===== config.mk =====
export PLATFORM = sky130hd
export DESIGN_NAME = wik_lane
export DESIGN_NICKNAME = d
export VERILOG_FILES = /design/src/rtl/core/wik_pkg.sv /design/src/rtl/core/wik_lane.sv
export SDC_FILE = /design/constraint.sdc
export NUM_CORES = 2
export LEC_CHECK = 0
export BUFFER_PORTS_ARGS = -buffer_cell sky130_fd_sc_hd__buf_2
export CAP_MARGIN = 20
export CORE_MARGIN = 3
export CORE_UTILIZATION = 45
export DETAILED_ROUTE_END_ITERATION = 16
export GPL_TIMING_DRIVEN = 0
export RECOVER_POWER = 25
export SLEW_MARGIN = 20
export SYNTH_ARGS = -nofsm -noshare
export SYNTH_HDL_FRONTEND = slang
export SYNTH_SLANG_ARGS = --single-unit

===== constraint.sdc =====
create_clock -name clk -period 14.25 [get_ports clk]
set_input_delay 0.7125 -clock clk [delete_from_list [all_inputs] [get_ports clk]]
set_output_delay 0.7125 -clock clk [all_outputs]
set_load 0.01 [all_outputs]

===== src/rtl/core/wik_pkg.sv =====
// Shared types, widths and constants of the wheel inverse kinematics core.
// Used by wik_regs, wik_lane and wheel_inverse_kinematics_core; depends on nothing.
package wik_pkg;

  localparam int NUM_WHEELS = 4;

  localparam int VEL_W    = 16;
  localparam int RPM_W    = 13;
  localparam int RPM_MW   = 12;
  localparam int PWM_W    = 9;
  localparam int PULSE_W  = 18;

  localparam int PWM_FULL_SCALE = 255;
  localparam int PWM_LIMIT      = 255;
  localparam int PWM_QW         = $clog2(PWM_FULL_SCALE + 1);
  localparam int DIVD_W         = RPM_MW + PWM_QW;
  localparam int DIV_H1         = PWM_QW / 2;

  localparam int MODE_W    = 2;
  localparam int K_W       = 16;
  localparam int DIST_W    = 12;
  localparam int CPR_W     = 12;
  localparam int PER_W     = 8;
  localparam int RADIUS_W  = DIST_W + 1;
  localparam int PSCALE_W  = CPR_W + PER_W;

  localparam logic [MODE_W-1:0] MODE_SKID    = 2'd0;
  localparam logic [MODE_W-1:0] MODE_MECANUM = 2'd1;
  localparam logic [MODE_W-1:0] MODE_OMNI    = 2'd2;

  localparam int ADDR_W    = 5;
  localparam int DATA_W    = 32;
  localparam int REG_IDX_W = ADDR_W - 2;

  localparam logic [REG_IDX_W-1:0] REG_BASE_MODE    = 3'd0;
  localparam logic [REG_IDX_W-1:0] REG_MAX_RPM      = 3'd1;
  localparam logic [REG_IDX_W-1:0] REG_RPM_PER_MPS  = 3'd2;
  localparam logic [REG_IDX_W-1:0] REG_LR_DISTANCE  = 3'd3;
  localparam logic [REG_IDX_W-1:0] REG_FR_DISTANCE  = 3'd4;
  localparam logic [REG_IDX_W-1:0] REG_COUNTS_REV   = 3'd5;
  localparam logic [REG_IDX_W-1:0] REG_TICK_MS      = 3'd6;

  localparam logic [MODE_W-1:0] RST_BASE_MODE    = MODE_SKID;
  localparam logic [RPM_MW-1:0] RST_MAX_RPM      = 12'd330;
  localparam logic [K_W-1:0]    RST_RPM_PER_MPS  = 16'd12224;
  localparam logic [DIST_W-1:0] RST_LR_DISTANCE  = 12'd200;
  localparam logic [DIST_W-1:0] RST_FR_DISTANCE  = 12'd200;
  localparam logic [CPR_W-1:0]  RST_COUNTS_REV   = 12'd1320;
  localparam logic [PER_W-1:0]  RST_TICK_MS      = 8'd10;

  // Wheel sums share the denominator 2^22 * 2000.
  localparam int SUM_W       = 41;
  localparam int MAG_W       = 40;
  localparam int PP_HALF     = 20;
  localparam int SCALE_SHIFT = 32;

  localparam int PIPE_DEPTH  = 11;
  localparam int LANE_STAGES = 8;

  typedef struct packed {
    logic                omni;
    logic [RPM_MW-1:0]   max_rpm;
    logic [K_W-1:0]      rpm_per_mps;
    logic [RADIUS_W-1:0] radius;
    logic [PSCALE_W-1:0] pulse_scale;
  } wik_cfg_t;

endpackage


===== src/rtl/core/wik_lane.sv =====
// One wheel's back end: scaling by rpm per m/s, truncation, clamping, PWM and pulse conversion.
// Eight register stages enabled from the top level's valid chain; depends on wik_pkg.
module wik_lane (
  input  logic                                  clk,
  input  wik_pkg::wik_cfg_t                     cfg,
  input  logic [wik_pkg::LANE_STAGES-1:0]       en,
  input  logic signed [wik_pkg::SUM_W-1:0]      sum,
  output logic signed [wik_pkg::RPM_W-1:0]      rpm,
  output logic signed [wik_pkg::PWM_W-1:0]      pwm,
  output logic signed [wik_pkg::PULSE_W-1:0]    pulses
);
  import wik_pkg::*;

  localparam int PP_W        = PP_HALF + K_W;
  localparam int PROD_W      = MAG_W + K_W;
  localparam int QIN_W       = PROD_W - SCALE_SHIFT;
  localparam int D125_IN_W   = 19;
  localparam int D125_RW     = 20;
  localparam int D125_PW     = D125_IN_W + D125_RW;
  localparam int D125_SHIFT  = 26;
  localparam logic [D125_RW-1:0] D125_RECIP = 20'd536871;
  localparam int PPROD_W     = RPM_MW + PSCALE_W;
  localparam int PULSE_PRE   = 5;
  localparam int D1875_IN_W  = PPROD_W - PULSE_PRE;
  localparam int D1875_RW    = 28;
  localparam int D1875_PW    = D1875_IN_W + D1875_RW;
  localparam int D1875_SHIFT = 38;
  localparam logic [D1875_RW-1:0] D1875_RECIP = 28'd146601551;

  function automatic logic [RPM_MW:0] div_step(input logic [RPM_MW-1:0] rem,
                                               input logic din,
                                               input logic [RPM_MW-1:0] dvs);
    logic [RPM_MW:0] trial;
    trial = {rem, din};
    if (trial >= {1'b0, dvs}) begin
      return {1'b1, RPM_MW'(trial - {1'b0, dvs})};
    end else begin
      return {1'b0, trial[RPM_MW-1:0]};
    end
  endfunction

  logic                   sgn_a, sgn_b, sgn_c, sgn_d, sgn_e, sgn_f, sgn_g;
  logic [MAG_W-1:0]       mag_a;
  logic [PP_W-1:0]        pp_lo_b, pp_hi_b;
  logic [PROD_W-1:0]      prod_c;
  logic [QIN_W-1:0]       n_c;
  logic                   big_d;
  logic [D125_PW-1:0]     q_d;
  logic [RPM_W-1:0]       quot_e;
  logic [RPM_MW-1:0]      mag_e, mag_f, mag_g;
  logic [DIVD_W-1:0]      dividend_e, div_f;
  logic [RPM_MW-1:0]      rem1, rem_f, rem2;
  logic [PWM_QW-1:0]      quo1, quo_f, quo2, quo_g;
  logic [PPROD_W-1:0]     pprod_f;
  logic [D1875_PW-1:0]    pq_g;
  logic [PWM_W-2:0]       pwm_mag;
  logic [PULSE_W-2:0]     pulse_mag;

  always_ff @(posedge clk) begin
    if (en[0]) begin
      sgn_a <= sum[SUM_W-1];
      mag_a <= sum[SUM_W-1] ? MAG_W'(-sum) : MAG_W'(sum);
    end
  end

  always_ff @(posedge clk) begin
    if (en[1]) begin
      sgn_b   <= sgn_a;
      pp_lo_b <= mag_a[PP_HALF-1:0] * cfg.rpm_per_mps;
      pp_hi_b <= mag_a[MAG_W-1:PP_HALF] * cfg.rpm_per_mps;
    end
  end

  assign prod_c = {pp_hi_b, {PP_HALF{1'b0}}} + PROD_W'(pp_lo_b);

  always_ff @(posedge clk) begin
    if (en[2]) begin
      sgn_c <= sgn_b;
      n_c   <= prod_c[PROD_W-1:SCALE_SHIFT];
    end
  end

  // Division by 125 as a reciprocal multiply; anything at or above 2^19 clamps anyway.
  always_ff @(posedge clk) begin
    if (en[3]) begin
      sgn_d <= sgn_c;
      big_d <= |n_c[QIN_W-1:D125_IN_W];
      q_d   <= n_c[D125_IN_W-1:0] * D125_RECIP;
    end
  end

  assign quot_e = q_d[D125_PW-1:D125_SHIFT];

  always_ff @(posedge clk) begin
    if (en[4]) begin
      sgn_e <= sgn_d;
      mag_e <= (big_d || quot_e > {1'b0, cfg.max_rpm}) ? cfg.max_rpm : quot_e[RPM_MW-1:0];
    end
  end

  assign dividend_e = DIVD_W'(mag_e) * DIVD_W'(PWM_FULL_SCALE);

  always_comb begin
    logic [RPM_MW:0] step;
    rem1 = dividend_e[DIVD_W-1:PWM_QW];
    quo1 = '0;
    for (int i = PWM_QW - 1; i >= PWM_QW - DIV_H1; i--) begin
      step    = div_step(rem1, dividend_e[i], cfg.max_rpm);
      rem1    = step[RPM_MW-1:0];
      quo1[i] = step[RPM_MW];
    end
  end

  always_ff @(posedge clk) begin
    if (en[5]) begin
      sgn_f   <= sgn_e;
      mag_f   <= mag_e;
      div_f   <= dividend_e;
      rem_f   <= rem1;
      quo_f   <= quo1;
      pprod_f <= mag_e * cfg.pulse_scale;
    end
  end

  always_comb begin
    logic [RPM_MW:0] step;
    rem2 = rem_f;
    quo2 = quo_f;
    for (int i = PWM_QW - DIV_H1 - 1; i >= 0; i--) begin
      step    = div_step(rem2, div_f[i], cfg.max_rpm);
      rem2    = step[RPM_MW-1:0];
      quo2[i] = step[RPM_MW];
    end
  end

  // Division by 60000 is a shift by 5 and a reciprocal multiply for 1875.
  always_ff @(posedge clk) begin
    if (en[6]) begin
      sgn_g <= sgn_f;
      mag_g <= mag_f;
      quo_g <= quo2;
      pq_g  <= pprod_f[PPROD_W-1:PULSE_PRE] * D1875_RECIP;
    end
  end

  always_comb begin
    if (mag_g == '0) begin
      pwm_mag = '0;
    end else if (32'(quo_g) > PWM_LIMIT) begin
      pwm_mag = (PWM_W - 1)'(PWM_LIMIT);
    end else begin
      pwm_mag = (PWM_W - 1)'(quo_g);
    end
  end

  assign pulse_mag = pq_g[D1875_PW-1:D1875_SHIFT];

  always_ff @(posedge clk) begin
    if (en[7]) begin
      rpm    <= sgn_g ? -RPM_W'(mag_g) : RPM_W'(mag_g);
      pwm    <= sgn_g ? -PWM_W'(pwm_mag) : PWM_W'(pwm_mag);
      pulses <= sgn_g ? -PULSE_W'(pulse_mag) : PULSE_W'(pulse_mag);
    end
  end

endmodule

==> run_results.csv <==
group,metric,value,unit
timing,period_needed,13.57,ns
logic_synthesis,post-synth-top-count-cell,"inv_1",
timing,hold_viol,0,
setup_path,criticalPathCategory,"reg -> reg",
logic_synthesis,synth_common_cells,"1450 x inv_1, 1112 x fa_1, 872 x ha_1, 741 x nand2_1, 289 x and2_1",
logic_synthesis,synth_cell_types,76,
timing,timing.final.crit_share,95.2,%
flow_run,cap_violations,3,
floorplanning,dieArea,143000,µm²
timing,maxSlewViolCount,114,
logic_synthesis,syn_area_per_cell,9.79,µm²
logic_synthesis,synth_top_area_share,35.8,%
floorplanning,die_w,378,µm
route,drcViolationCount,0,
timing,setup-tns-final,0,ns
logic_synthesis,seq_area_frac_synth,13.7,%
route,vias,43600,
floorplanning,fp.coreArea,136000,µm²
setup_path,critPathSlowestCell,"fa_1",
logic_synthesis,muxShareOfSynthArea,1.50,%
route,drt_iter0_markers,2217,
logic_synthesis,syn-num-nets,8451,
logic_synthesis,syn_inst,6355,
layout,nets,8624,
cts,cts_root_buf,"clkbuf_16",
logic_synthesis,ys.flop_type,"edfxtp_1",
grt,grt-ovfl-total,0,
grt,grt_pass1_wl,257000,µm
logic_synthesis,synth_edf_count,284,
timing,fmax,73.7,MHz
route,finalWirelength,158000,µm
timing,rsz0062_at_grt,"no",
grt,grt_antenna_before_repair,18,
grt,grt_pass1_vias,46600,
cts,cts_tree,"yes",
logic_synthesis,netlist_area,62200,µm²
placed_design,port_buffers,123,
logic_synthesis,ys_ff_latch,284,
route,wire_per_inst,19.0,µm
timing,slew_headroom,-126,%
cts,htreeDepth,2,
logic_synthesis,synth_top_family_by_area,"adder cells",
logic_synthesis,yosys.area_share.adder,53.3,%
grt,grt_max_degree,60,
placed_design,gp_congestion,0.947,
timing,worst_slew_pin_slew,3.39,ns
run_status,status,"complete, but fails checks",
route,firstDrtPassIters,7,
logic_synthesis,yosys.area.top_type,"fa_1",
layout,stdcell_count,8343,
min_path,holdCritPathClass,"in -> reg",
setup_path,crit_arrival,13.89,ns
setup_path,cp-start-kind,"flip-flop",
placed_design,dp_hpwl,135000,µm
logic_synthesis,ys_top_cells_by_area,"fa_1 36%, ha_1 18%, edfxtp_1 14%",
run_status,violations,"capacitance limit, slew limit",
logic_synthesis,synthXorXnorAreaFrac,3.34,%
floorplanning,die_y,378,µm
timing,setup_viol,0,
floorplanning,rows,135,
setup_path,critical_path.endpoint_type,"flip-flop",
setup_path,cp_max_fo,10,
floorplanning,start_util,45.6,%
route,antenna_left,0,
logic_synthesis,synthSimpleGateAreaFrac,11.5,%
route,via_per_inst,5.22,
layout,drive_gt1_share,4.76,%
cts,path_clk_slew,0.06,ns
grt,gr-usage-all-layers,23.0,%
layout,area_growth,6.71,%
floorplanning,pin_count,152,
logic_synthesis,synthArstFlopShare,0,%
placed_design,dp_cells,8259,
cts,numCtsBuffers,36,
cts,clkSinkCount,284,
logic_synthesis,synth-compound-area-share,6.83,%
timing,hold_slack,0.408,ns
cts,cts_buffer_depth,3,
timing,skew,0.0284,ns
cts,clkLatencyLatePin,0.58,ns
logic_synthesis,yosys_warnings,0,
setup_path,required,14.57,ns
setup_path,critPathMaxStageDelay,0.62,ns
==> what timing repair did <==
item	4_1_cts	5_1_grt
setup buffers	5	8
setup endpoints to repair	13	13
pin swaps	0	6
gates resized for setup	5	28
hold buffers	0	0
==> worst paths after layout <==
path	slack, ns	from	endpoint	cells after the start
worst max-delay path	0.68	mag_e[4]	rem_f[8]	57
worst min-delay path	0.41	sum[0]	mag_a[0]	1
worst max register to register	0.68	mag_e[4]	rem_f[8]	57
worst min register to register	0.42	quo_f[5]	quo_g[5]	0
==> logic make-up (layout without fill, tap and decap cells) <==
logic type	Yosys count	count (layout)
AOI/OAI and AO/OA	640	640
xor gates and xnor gates	237	237
adders and majority gates	1984	1984
buffers and inverters	1618	1817
DFF	284	284
muxes	82	82
other	0	8
and+or+nand+nor	1510	1510
==> state kept, by name, indices dropped and copies added, names as in the netlist, 8 cells and up <==
signal,cells
mag_a,40
pp_hi_b,36
pprod_f,27
n_c,24
pulses,18
pq_g,17
pp_lo_b,16
q_d,13
rpm,13
mag_e,12
mag_f,12
mag_g,12
rem_f,12
pwm,9
quo_g,8
==> layout make-up <==
class | count | area [µm²]
Multi-Input combinational cell | 4453 | 47600
Inverter | 1452 | 5460
Clock buffer | 38 | 908
Tap cell | 1781 | 2230
Buffer | 165 | 657
Timing Repair Buffer | 136 | 709
Fill cell | 12700 | 69900
Sequential cell | 284 | 8530
Clock inverter | 26 | 234
Antenna cell | 8 | 20.0
==> placed cells by master (no fill, tap or decap), types with 157 or more instances in the layout <==
| cell type | n |
|---|---|
| fa_1 | 1112 |
| inv_1 | 1447 |
| edfxtp_1 | 284 |
| ha_1 | 871 |
| clkbuf_1 | 162 |
| nor2_1 | 157 |
| xnor2_1 | 183 |
| a21oi_1 | 158 |
| and2_1 | 289 |
| nand2_1 | 741 |
==> critical path: cells and delay by family, from the launching register on <==
family / cells / cell delay (ns)
mux: 4 / 1.30
simple gates: 11 / 2.51
fa+ha+maj: 9 / 3.75
buf+inv: 11 / 1.42
compound gates: 22 / 3.90
flops: 1 / 0.42
==> metrics by stage <==
step                worst slack [ns]  instance area, µm²  util, %
floorplan                       1.78               62200        -
global placement              -0.684               65000     47.7
detailed placement            -0.763               65000     47.7
CTS                           0.0270               66200     48.6
global route                  0.0385               66300     48.7
finish                         0.683               66400     48.7
==> per-layer routing <==
layer / part of all wire [%] / vias up / wire length [µm] / GRT usage (%)
met2: 47 / 1086 / 75200 / 39.0
met5: 0.039 / - / 61 / 0
met3: 6.2 / 206 / 9870 / 4.03
met4: 2.3 / 10 / 3580 / 4.83
li1: - / 20400 / - / -
met1: 44 / 21900 / 69700 / 30.9
Power is left out: the tool's default activity adds up to more than one toggle a clock period on the data nets, which glitch-free logic cannot reach.
