## config.mk

```make
export PLATFORM = sky130hd
export DESIGN_NAME = wik_regs
export DESIGN_NICKNAME = d
export VERILOG_FILES = /design/src/rtl/core/wik_pkg.sv /design/src/rtl/core/wik_regs.sv
export SDC_FILE = /design/constraint.sdc
export NUM_CORES = 1
export LEC_CHECK = 0
export BUFFER_PORTS_ARGS = -buffer_cell sky130_fd_sc_hd__buf_4
export CAP_MARGIN = 10
export CORE_ASPECT_RATIO = 0.8
export CORE_MARGIN = 1
export CORE_UTILIZATION = 50
export CTS_CLUSTER_SIZE = 8
export DETAILED_ROUTE_END_ITERATION = 6
export PLACE_DENSITY = 0.71
export SETUP_SLACK_MARGIN = 0.3
export SYNTH_ARGS = -nofsm -noshare
export SYNTH_HDL_FRONTEND = slang
export SYNTH_SLANG_ARGS = --single-unit
```

## constraint.sdc

```tcl
create_clock -name clk -period 6.25 [get_ports clk]
set_clock_uncertainty 0.05 [all_clocks]
set_input_delay 0.3125 -clock clk [delete_from_list [all_inputs] [get_ports clk]]
set_output_delay 0.3125 -clock clk [all_outputs]
set_load 0.01 [all_outputs]
```

## src/rtl/core/wik_pkg.sv

```systemverilog
// Shared types, widths and constants of the wheel inverse kinematics core.
// Used by wik_regs, wik_lane and wheel_inverse_kinematics_core; depends on nothing.
package wik_pkg;

  localparam int NUM_WHEELS = 4;

  localparam int VEL_W    = 16;
  localparam int RPM_W    = 13;
  localparam int RPM_MW   = 12;
  localparam int PWM_W    = 9;
  localparam int PULSE_W  = 18;

  localparam int PWM_FULL_SCALE = 255;
  localparam int PWM_LIMIT      = 255;
  localparam int PWM_QW         = $clog2(PWM_FULL_SCALE + 1);
  localparam int DIVD_W         = RPM_MW + PWM_QW;
  localparam int DIV_H1         = PWM_QW / 2;

  localparam int MODE_W    = 2;
  localparam int K_W       = 16;
  localparam int DIST_W    = 12;
  localparam int CPR_W     = 12;
  localparam int PER_W     = 8;
  localparam int RADIUS_W  = DIST_W + 1;
  localparam int PSCALE_W  = CPR_W + PER_W;

  localparam logic [MODE_W-1:0] MODE_SKID    = 2'd0;
  localparam logic [MODE_W-1:0] MODE_MECANUM = 2'd1;
  localparam logic [MODE_W-1:0] MODE_OMNI    = 2'd2;

  localparam int ADDR_W    = 5;
  localparam int DATA_W    = 32;
  localparam int REG_IDX_W = ADDR_W - 2;

  localparam logic [REG_IDX_W-1:0] REG_BASE_MODE    = 3'd0;
  localparam logic [REG_IDX_W-1:0] REG_MAX_RPM      = 3'd1;
  localparam logic [REG_IDX_W-1:0] REG_RPM_PER_MPS  = 3'd2;
  localparam logic [REG_IDX_W-1:0] REG_LR_DISTANCE  = 3'd3;
  localparam logic [REG_IDX_W-1:0] REG_FR_DISTANCE  = 3'd4;
  localparam logic [REG_IDX_W-1:0] REG_COUNTS_REV   = 3'd5;
  localparam logic [REG_IDX_W-1:0] REG_TICK_MS      = 3'd6;

  localparam logic [MODE_W-1:0] RST_BASE_MODE    = MODE_SKID;
  localparam logic [RPM_MW-1:0] RST_MAX_RPM      = 12'd330;
  localparam logic [K_W-1:0]    RST_RPM_PER_MPS  = 16'd12224;
  localparam logic [DIST_W-1:0] RST_LR_DISTANCE  = 12'd200;
  localparam logic [DIST_W-1:0] RST_FR_DISTANCE  = 12'd200;
  localparam logic [CPR_W-1:0]  RST_COUNTS_REV   = 12'd1320;
  localparam logic [PER_W-1:0]  RST_TICK_MS      = 8'd10;

  // Wheel sums share the denominator 2^22 * 2000.
  localparam int SUM_W       = 41;
  localparam int MAG_W       = 40;
  localparam int PP_HALF     = 20;
  localparam int SCALE_SHIFT = 32;

  localparam int PIPE_DEPTH  = 11;
  localparam int LANE_STAGES = 8;

  typedef struct packed {
    logic                omni;
    logic [RPM_MW-1:0]   max_rpm;
    logic [K_W-1:0]      rpm_per_mps;
    logic [RADIUS_W-1:0] radius;
    logic [PSCALE_W-1:0] pulse_scale;
  } wik_cfg_t;

endpackage

```

## src/rtl/core/wik_regs.sv

```systemverilog
// Configuration register file with an APB-style write and read port.
// Also registers the derived radius and pulse scale; depends on wik_pkg.
module wik_regs (
  input  logic                      clk,
  input  logic                      rst,
  input  logic                      psel,
  input  logic                      penable,
  input  logic                      pwrite,
  input  logic [wik_pkg::ADDR_W-1:0] paddr,
  input  logic [wik_pkg::DATA_W-1:0] pwdata,
  output logic [wik_pkg::DATA_W-1:0] prdata,
  output logic                      pready,
  output wik_pkg::wik_cfg_t         cfg
);
  import wik_pkg::*;

  logic [MODE_W-1:0]    base_mode;
  logic [RPM_MW-1:0]    max_rpm;
  logic [K_W-1:0]       rpm_per_mps;
  logic [DIST_W-1:0]    lr_distance;
  logic [DIST_W-1:0]    fr_distance;
  logic [CPR_W-1:0]     counts_rev;
  logic [PER_W-1:0]     tick_ms;
  logic                 omni;
  logic [RADIUS_W-1:0]  radius;
  logic [PSCALE_W-1:0]  pulse_scale;
  logic                 wr;
  logic [REG_IDX_W-1:0] idx;

  assign pready = 1'b1;
  assign wr     = psel & penable & pwrite;
  assign idx    = paddr[ADDR_W-1:2];

  always_ff @(posedge clk) begin
    if (rst) begin
      base_mode    <= RST_BASE_MODE;
      max_rpm      <= RST_MAX_RPM;
      rpm_per_mps  <= RST_RPM_PER_MPS;
      lr_distance  <= RST_LR_DISTANCE;
      fr_distance  <= RST_FR_DISTANCE;
      counts_rev   <= RST_COUNTS_REV;
      tick_ms      <= RST_TICK_MS;
    end else if (wr) begin
      case (idx)
        REG_BASE_MODE:    base_mode    <= pwdata[MODE_W-1:0];
        REG_MAX_RPM:      max_rpm      <= pwdata[RPM_MW-1:0];
        REG_RPM_PER_MPS:  rpm_per_mps  <= pwdata[K_W-1:0];
        REG_LR_DISTANCE:  lr_distance  <= pwdata[DIST_W-1:0];
        REG_FR_DISTANCE:  fr_distance  <= pwdata[DIST_W-1:0];
        REG_COUNTS_REV:   counts_rev   <= pwdata[CPR_W-1:0];
        REG_TICK_MS:      tick_ms      <= pwdata[PER_W-1:0];
        default: ;
      endcase
    end
  end

  // The omni base uses twice lr_distance as its radius so that all modes share one tangential term.
  always_ff @(posedge clk) begin
    if (rst) begin
      omni        <= 1'b0;
      radius      <= RADIUS_W'(RST_LR_DISTANCE) + RADIUS_W'(RST_FR_DISTANCE);
      pulse_scale <= PSCALE_W'(RST_COUNTS_REV) * PSCALE_W'(RST_TICK_MS);
    end else begin
      omni        <= (base_mode == MODE_OMNI);
      radius      <= (base_mode == MODE_OMNI) ? {lr_distance, 1'b0} :
                     RADIUS_W'(lr_distance) + RADIUS_W'(fr_distance);
      pulse_scale <= PSCALE_W'(counts_rev) * PSCALE_W'(tick_ms);
    end
  end

  always_comb begin
    case (idx)
      REG_BASE_MODE:    prdata = DATA_W'(base_mode);
      REG_MAX_RPM:      prdata = DATA_W'(max_rpm);
      REG_RPM_PER_MPS:  prdata = DATA_W'(rpm_per_mps);
      REG_LR_DISTANCE:  prdata = DATA_W'(lr_distance);
      REG_FR_DISTANCE:  prdata = DATA_W'(fr_distance);
      REG_COUNTS_REV:   prdata = DATA_W'(counts_rev);
      REG_TICK_MS:      prdata = DATA_W'(tick_ms);
      default:          prdata = '0;
    endcase
  end

  assign cfg.omni        = omni;
  assign cfg.max_rpm     = max_rpm;
  assign cfg.rpm_per_mps = rpm_per_mps;
  assign cfg.radius      = radius;
  assign cfg.pulse_scale = pulse_scale;

endmodule

```

==> flow_summary.json, run 1 <==
{
  "synth_edf_count": 0,
  "grt_max_degree": 95,
  "synthTopCellsByArea": "dfxtp_1 27%, fa_1 15%, ha_1 8.1%",
  "grt_usage_pct": 24.8,
  "clockBufferDepth": 2,
  "cts_hold_buf": 0,
  "maxCapViolations": 0,
  "rows": 40,
  "diodes": 0,
  "cp-start-kind": "flip-flop",
  "r2r_setup_slack_ns": 1.46,
  "yosys_warnings": 0,
  "synth_compound_area_share_pct": 12.7,
  "yosysUniqueCellTypes": 60,
  "root_buffer": "clkbuf_16",
  "arrival_ns": 5.05,
  "critical_path_class": "flip-flop to flip-flop",
  "cp_cell_sequence": "and2_1 > fa_1 > fa_1 > fa_1 > inv_1 > fa_1 > inv_1 > ha_1 > a21oi_4 > a21boi_2 > a211oi_4 > nor4_1 > or4b_1 > nand2_1",
  "ioPinCount": 137,
  "hold_violations": 0,
  "via_count": 6745,
  "portBuffers": 101,
  "leakage_nw": 4.22,
  "r2r_start": "tick_ms[6]$_SDFFE_PP0P_",
  "wl_per_cell_um": 16.0,
  "rsz0062_at_grt": "no",
  "numCtsBuffers": 9,
  "cp_max_fo": 14,
  "ys.flop_type": "dfxtp_1",
  "drc": 0,
  "synthTopCellsByCount": "169 x nand2_1, 108 x dfxtp_1, 88 x and2_1, 80 x inv_1, 71 x a21oi_1",
  "worst_setup_hold_path_clk_slew_ns": 0.09,
  "slew_viol_final": 0,
  "post-cts-setup-buffers": 0,
  "synth_fa_ha_area_share_pct": 23.4,
  "postLayoutCoreUtil_pct": 59.2,
  "hold_depth": 2,
  "gr-total-overflow": 0,
  "clkPwrFrac_pct": 42.2,
  "slowest_stage": "dfxtp_1",
  "hold_class": "input port to flip-flop",
  "regToRegEndpoint": "pulse_scale[19]$_SDFF_PP0_",
  "nets": 1163,
  "p_comb_share_pct": 10.3,
  "synth_area_um2": 7980,
  "fp.dieArea_um2": 16500,
  "tns_ns": 0,
  "viasPerCell": 5.52,
  "intPower_mw": 1.08,
  "synth_most_common_cell": "nand2_1",
  "tightest_slew_ns": 1.19,
  "netlist.area_leader.share_pct": 27.1,
  "cts-htree-levels": 3,
  "max_slew_margin_pct": 20.2,
  "cp-end-kind": "flip-flop",
  "clock_latency_ns": 0.37,
  "dpl.hpwl_um": 14700,
  "synthSimpleGateAreaFrac_pct": 23.2,
  "synth_top_area_cell": "dfxtp_1",
  "cp_num_buf_inv": 2,
  "period_share_pct": 76.7,
  "cp_common_cell": "fa_1",
  "drive_above_1_share_pct": 13.5,
  "synth-async-reset-ratio_pct": 0,
  "synth_xor_area_share_pct": 2.30,
  "cpPeakStageDelay_ns": 0.63,
  "fmax_mhz": 209,
  "cts_tree": "done",
  "synth_seq_cells": 108,
  "die_h_um": 115,
  "drt-total-wl_um": 19600,
  "setup_viol": 0,
  "setup.worst_path.end": "pulse_scale[19]$_SDFF_PP0_",
  "fin_crit_ns": 4.79,
  "drt_pass1_iterations": 5,
  "path_depth": 14,
  "syn_inst": 949,
  "clock_sinks": 108,
  "switching_share_pct": 27.1,
  "drt_iter0_drc": 559,
  "power_frac_seq_pct": 47.4,
  "fin_total_pwr_mw": 1.48,
  "cp-startpoint": "tick_ms[6]$_SDFFE_PP0P_",
  "yosysSeqAreaShare_pct": 27.1,
  "area_growth_pct": 13.5,
  "start_util_pct": 52.1,
  "worstPathRequired_ns": 6.51,
  "powerDensity_nw_per_um2": 164,
  "worstRegToRegCells": 14,
  "core_area_um2": 15300,
  "fp.dieW_um": 143,
  "antenna_found_initial": 0,
  "status": "finished, final reports clean",
  "grt_pass1_vias": 6162,
  "drtAntennaViolNets": 0,
  "switching_power_mw": 0.401,
  "synthMuxAreaShare_pct": 2.99,
  "grt_pass1_wl_um": 31600,
  "crit_family": "adder cells",
  "synth_top_family_by_area": "adder cells",
  "gp_congestion": 0.927,
  "avgSynthCellArea_um2": 8.41,
  "cts_resized": 0,
  "vdd_drop_max_mv": 0.167
}
[cell usage in the layout (no fill, tap or decap), types with 3 or more instances in the layout]
master	instances
a221oi_1	8
and2_1	88
a22o_1	4
nand4_1	4
nand2b_1	12
xnor2_1	10
o21ai_0	17
nor2b_1	12
a32oi_1	6
clkbuf_16	9
nor2_1	41
ha_1	52
buf_4	104
mux2i_1	16
mux2_2	5
a21oi_1	71
and3_1	9
nand3_1	9
a211o_1	4
inv_1	80
nand2_1	169
xor2_1	11
fa_1	61
nand3b_1	22
conb_1	17
dfxtp_1	108
a211oi_1	3
a21o_1	10
o211ai_1	7
[flip-flops by register name, summed over array words and instances (netlist names)]
name and count:
radius 13, rpm_per_mps 16, pulse_scale 20, lr_distance 12, tick_ms 8, omni 1, max_rpm 12, fr_distance 12
counts_rev 12, base_mode 2
[logic make-up after synthesis]
group | Yosys count
AND/OR/NAND/NOR | 376
AO/OA/AOI/OAI | 155
buffers and inverters | 152
adder cells (fa/ha/maj) | 113
flip-flops | 108
multiplexers | 22
XOR/XNOR | 21
other | 2
[metal layers]
metal / global-route usage [%] / part of all wire, % / vias to the layer above
met5: 0 / 0 / -
met4: 5.60 / 1.0 / 0
met3: 4.04 / 8.8 / 16
met2: 37.3 / 44 / 305
met1: 37.1 / 46 / 3234
li1: - / - / 3190
[cell type report]
class / count / area, um2
fill: 1371 / 6250
multi-input combinational: 704 / 5230
sequential: 108 / 2160
timing repair buffer: 104 / 781
inverter: 81 / 304
tap: 210 / 263
clock buffer: 9 / 225
clock inverter: 7 / 103
[per-stage QoR]
stage	hold slack (ns)	area, um2	std cells	setup slack, ns
floorplan	0.380	8040	964	1.81
global placement	0.412	8730	1207	1.52
detailed placement	0.415	8730	1207	1.51
CTS	0.0876	9060	1223	1.47
global route	0.0916	9060	1223	1.25
finish	0.0976	9060	1223	1.46
[worst min-delay path by stage]
stage,slack (ns),start,end
6_report,0.1,rst,fr_distance[1]$_SDFFE_PP0P_
4_1_cts,0.09,rst,lr_distance[0]$_SDFFE_PP0P_
2_1_floorplan,0.38,pwdata[1],tick_ms[1]$_SDFFE_PP1P_
5_1_grt,0.09,rst,fr_distance[1]$_SDFFE_PP0P_
3_5_place_dp,0.42,rpm_per_mps[1]$_SDFFE_PP0P_,rpm_per_mps[1]$_SDFFE_PP0P_
3_3_place_gp,0.41,rpm_per_mps[12]$_SDFFE_PP0P_,rpm_per_mps[12]$_SDFFE_PP0P_
[power by group through the flow]
stage / Combinational [mW] / Sequential, mW / Clock (mW)
2_1_floorplan: 0.101 / 0.720 / 0
3_3_place_gp: 0.152 / 0.720 / 0
3_5_place_dp: 0.152 / 0.720 / 0
4_1_cts: 0.153 / 0.704 / 0.637
5_1_grt: 0.168 / 0.706 / 0.669
6_report: 0.153 / 0.704 / 0.627
(Power assumes the default switching activity.)
==> inputs of run 2 (changes only) <==
clock period = 4.5 ns   (was 6.25 ns; I/O delays follow)
==> run 2 against run 1 <==
Against the previous run: critical path depth is 2 higher; core utilization is 4.1 points higher; worst hold slack worse by 0.061 ns; global-route usage is 1.5 points higher; sequential power is 38% higher; die area stayed put; worst setup slack worse by 1.3 ns; critical path type unchanged; critical endpoint is now pulse_scale[16]$_SDFF_PP0_.
==> flow_summary.json, run 2 (synthesis gave the netlist of run 1 again) <==
{
  "gp_congestion": 0.906,
  "gr-total-overflow": 0,
  "hold_depth": 3,
  "rsz0062_at_grt": "yes",
  "root_buffer": "clkbuf_16",
  "die_h_um": 115,
  "numCtsBuffers": 9,
  "num-fill-cells": 1352,
  "viasPerCell": 5.44,
  "dpl.hpwl_um": 14900,
  "max_slew_margin_pct": 22.5,
  "ff_latch_area_um2": 2210,
  "clockBufferDepth": 2,
  "fmax_mhz": 233,
  "via_count": 6925,
  "drt-total-wl_um": 20600,
  "reg.largest.list": "pulse_scale x20, rpm_per_mps x16, radius x13",
  "cts_hold_buf": 0,
  "grt_max_degree": 100,
  "clock_latency_ns": 0.36,
  "wl_per_cell_um": 16.2,
  "cts_tree": "done",
  "hold_class": "input port to flip-flop",
  "fin_crit_ns": 4.29,
  "place_area_um2": 8960,
  "slew_viol_final": 0,
  "maxCapViolations": 0,
  "diodes": 0,
  "mostFrequentLayoutCells": "168 x nand2_1, 147 x buf_4, 95 x dfxtp_1",
  "drive_above_1_share_pct": 22.1,
  "grt_usage_pct": 26.3,
  "largest_reg_flops": 20,
  "status": "finished, final reports clean",
  "antenna_found_initial": 0,
  "nets": 1212,
  "grt_pass1_vias": 6475,
  "cp-start-kind": "flip-flop",
  "fp.dieArea_um2": 16500,
  "period_share_pct": 95.4,
  "vdd_drop_max_mv": 0.185,
  "drt_iter0_drc": 566,
  "hold_violations": 0,
  "cp-end-kind": "flip-flop",
  "tns_ns": 0,
  "area_growth_pct": 21.3,
  "tightest_slew_ns": 1.16,
  "worst_setup_hold_path_clk_slew_ns": 0.08,
  "final_common_cell": "nand2_1",
  "leakage_nw": 4.48,
  "rows": 40,
  "cts-htree-levels": 3,
  "worstPathRequired_ns": 4.66,
  "fp.dieW_um": 143,
  "regMostFlops": "pulse_scale",
  "final_area_um2": 9680,
  "drtAntennaViolNets": 0,
  "cp_max_fo": 6,
  "holdWs_ns": 0.0363,
  "critical_path_class": "flip-flop to flip-flop",
  "ioPinCount": 137,
  "clock_sinks": 108,
  "portBuffers": 101,
  "drc": 0,
  "drt_pass1_iterations": 7,
  "core_area_um2": 15300,
  "powerDensity_nw_per_um2": 208,
  "arrival_ns": 4.46,
  "setup_viol": 0,
  "grt_pass1_wl_um": 33400,
  "start_util_pct": 52.1,
  "multi_input_area_um2": 5430,
  "worstRegToRegCells": 16
}
-- run 2: cell count changes in the layout (fill, tap and decap cells not counted), sizes merged --
cell    before  now
clkbuf       9   10
buf        104  153
inv         82   84
clkinv       5    3
bufinv       1    0
-- run 2: final cells by class --
cell class	instances	area share, %
Tap cell	210	2.71
Sequential cell	108	22.8
Inverter	81	3.14
Timing Repair Buffer	153	12.3
Clock inverter	6	0.556
Multi-Input combinational cell	704	56.0
Clock buffer	10	2.47
-- run 2: power breakdown --
part,internal (mW),switching (mW)
Clock,0.404,0.401
Combinational,0.100,0.139
Sequential,0.960,0.00949
-- run 2: path summary, 6_finish.rpt --
path                         startpoint                            to  slack (ns)
max reg2reg  counts_rev[9]$_SDFFE_PP0P_    pulse_scale[16]$_SDFF_PP0_        0.21
min reg2reg     max_rpm[9]$_SDFFE_PP0P_       max_rpm[9]$_SDFFE_PP0P_        0.43
min                          pwdata[13]  rpm_per_mps[13]$_SDFFE_PP1P_        0.04
max          counts_rev[9]$_SDFFE_PP0P_    pulse_scale[16]$_SDFF_PP0_        0.21
-- run 2: metal layers --
metal,part of all wire (%),global-route usage (%),vias up
li1,-,-,3286
met1,47,37.4,3362
met2,45,40.8,253
met3,7.4,5.79,24
met4,1.2,5.89,0
met5,0,0,-
-- run 2: stage by stage --
step	util, %	total power [mW]	cells	worst slack (ns)
finish	63.2	2.01	1272	0.206
global route	63.2	2.09	1272	0.0784
CTS	62.5	2.02	1265	0.231
detailed placement	58.5	1.22	1226	0.0816
global placement	58.5	1.22	1226	0.0903
floorplan	-	1.15	964	0.300
-- run 2: repair_timing --
| item | CTS | global route |
|---|---|---|
| setup endpoints to repair | 9 | 9 |
| gates resized for setup | 50 | 11 |
| setup buffers | 23 | 7 |
| pin swaps | 36 | 12 |
-- run 2: critical path, cell delays in order, from the launching register on --
cell     delay (ns)
dfxtp_4        0.37
and2_4         0.16
fa_1           0.54
inv_2          0.04
fa_1           0.54
inv_2          0.04
fa_1           0.49
inv_1          0.05
fa_1           0.49
inv_2          0.05
ha_4           0.26
a21oi_2        0.16
o21ai_2        0.08
or4_1          0.41
a32o_1         0.23
xnor2_1        0.13
nor2_1         0.05
==> inputs of run 3 (changes only) <==
clock period = 4.4 ns   (was 4.5 ns; I/O delays follow)
==> run 3 against run 2 <==
Against the previous run: non-clock buffer count rose by 4; sequential cell count did not move; largest cell class unchanged; clock power barely moved; sequential share of layout area barely moved; maximum frequency rose by 0.44%; worst setup slack got worse by 0.081 ns; worst hold slack got worse by 0.016 ns; largest power group unchanged.
==> flow_summary.json, run 3 (synthesis gave the netlist of run 1 again) <==
{
  "gp_congestion": 0.943,
  "tns_ns": 0,
  "maxCapViolations": 0,
  "fp.dieArea_um2": 16500,
  "cp-start-kind": "flip-flop",
  "critical_path_class": "flip-flop to flip-flop",
  "max_slew_margin_pct": 23.1,
  "grt_max_degree": 100,
  "cts_hold_buf": 0,
  "setup_viol": 0,
  "vdd_drop_max_mv": 0.158,
  "fmax_mhz": 234,
  "holdWs_ns": 0.0208,
  "leakage_nw": 4.49,
  "worstRegToRegCells": 13,
  "ff_latch_area_um2": 2210,
  "clockBufferDepth": 2,
  "period_share_pct": 97.2,
  "grt_usage_pct": 27.0,
  "fin_crit_ns": 4.28,
  "antenna_found_initial": 0,
  "cts-htree-levels": 3,
  "numCtsBuffers": 9,
  "dpl.hpwl_um": 15500,
  "viasPerCell": 5.49,
  "layout.cells.non_filler": 1275,
  "regToRegEndpoint": "pulse_scale[19]$_SDFF_PP0_",
  "hold_depth": 3,
  "mostFrequentLayoutCells": "168 x nand2_1, 154 x buf_4, 94 x dfxtp_1",
  "powerDensity_nw_per_um2": 212,
  "clock_latency_ns": 0.36,
  "largest_reg_flops": 20,
  "drc": 0,
  "cp-end-kind": "flip-flop",
  "drive_above_1_share_pct": 22.6,
  "cp_max_fo": 9,
  "multi_input_area_um2": 5430,
  "final_area_um2": 9680,
  "wl_per_cell_um": 16.9,
  "diodes": 0,
  "via_count": 7006,
  "clock_sinks": 108,
  "root_buffer": "clkbuf_16",
  "regMostFlops": "pulse_scale",
  "postLayoutCoreUtil_pct": 63.2,
  "area_growth_pct": 21.2,
  "holdCritStartpoint": "pwdata[13]",
  "hold_class": "input port to flip-flop",
  "dp.cells": 1238,
  "drtAntennaViolNets": 0,
  "fp.dieW_um": 143,
  "drt-total-wl_um": 21600,
  "arrival_ns": 4.53,
  "drt_pass1_iterations": 5,
  "hold_violations": 0,
  "die_h_um": 115,
  "rsz0062_at_grt": "yes",
  "status": "finished, final reports clean",
  "r2r_start": "counts_rev[4]$_SDFFE_PP0P_",
  "worst_setup_hold_path_clk_slew_ns": 0.08,
  "final_common_cell": "nand2_1",
  "tightest_slew_ns": 1.15,
  "reg.largest.list": "pulse_scale x20, rpm_per_mps x16, radius x13",
  "grt_pass1_wl_um": 34000,
  "cts_tree": "done",
  "grt_pass1_vias": 6549,
  "gr-total-overflow": 0,
  "core_area_um2": 15300,
  "worstPathRequired_ns": 4.66,
  "slew_viol_final": 0,
  "nets": 1216,
  "portBuffers": 101,
  "num-fill-cells": 1355,
  "rows": 40,
  "start_util_pct": 52.1,
  "r2r_setup_slack_ns": 0.12,
  "min_to": "rpm_per_mps[13]$_SDFFE_PP1P_",
  "place_area_um2": 9080,
  "ioPinCount": 137,
  "drt_iter0_drc": 627
}
## run 3: changes by cell type in the layout (fill, tap and decap cells not counted), sizes merged
cell    previous run  this run
clkbuf            10         9
buf              153       157
inv               84        83
clkinv             3         4
## run 3: area by class of cell
| cell class | instances | area share [%] |
|---|---|---|
| inverter | 81 | 3.14 |
| timing repair buffer | 157 | 12.3 |
| sequential | 108 | 22.8 |
| clock inverter | 6 | 0.569 |
| multi-input combinational | 704 | 56.1 |
| clock buffer | 9 | 2.33 |
| tap | 210 | 2.72 |
## run 3: worst max-delay path, cell delays in order (launching register included)
cell,delay (ns)
dfxtp_4,0.38
and2_1,0.18
fa_1,0.56
fa_1,0.46
fa_1,0.54
inv_1,0.05
fa_1,0.52
inv_1,0.06
ha_4,0.27
and4_4,0.20
a211oi_4,0.31
nor4_2,0.10
or4b_1,0.47
nand2_1,0.07
## run 3: stage by stage
stage / worst slack [ns] / total power, mW
floorplan: 0.241 / 1.18
global placement: 0.0305 / 1.25
detailed placement: 0.0250 / 1.26
CTS: 0.109 / 2.05
global route: -0.000371 / 2.12
finish: 0.124 / 2.05
## run 3: layer usage
layer  global-route usage, %  vias to the layer above  share of wire (%)
li1                        -                     3289                  -
met4                    7.23                        0                1.8
met2                    41.0                      273                 45
met5                       0                        -                  0
met3                    5.46                       29                8.2
met1                    39.2                     3415                 45
## run 3: worst max path at each step
stage	from	to	slack (ns)
6_report	counts_rev[4]$_SDFFE_PP0P_	pulse_scale[19]$_SDFF_PP0_	0.12
5_1_grt	tick_ms[5]$_SDFFE_PP0P_	pulse_scale[19]$_SDFF_PP0_	-0.0004
4_1_cts	counts_rev[7]$_SDFFE_PP0P_	pulse_scale[16]$_SDFF_PP0_	0.11
2_1_floorplan	tick_ms[5]$_SDFFE_PP0P_	pulse_scale[19]$_SDFF_PP0_	0.24
3_3_place_gp	counts_rev[5]$_SDFFE_PP1P_	pulse_scale[16]$_SDFF_PP0_	0.03
3_5_place_dp	tick_ms[5]$_SDFFE_PP0P_	pulse_scale[19]$_SDFF_PP0_	0.02
## run 3: repair_timing
| action | in CTS | in global routing |
|---|---|---|
| pin swaps | 27 | 20 |
| setup endpoints to repair | 9 | 10 |
| buffers inserted | 18 | 4 |
| resized for setup | 36 | 19 |
## run 3: power by group
group / internal [mW] / switching (mW)
registers: 0.983 / 0.0105
clock network: 0.393 / 0.414
logic: 0.104 / 0.143
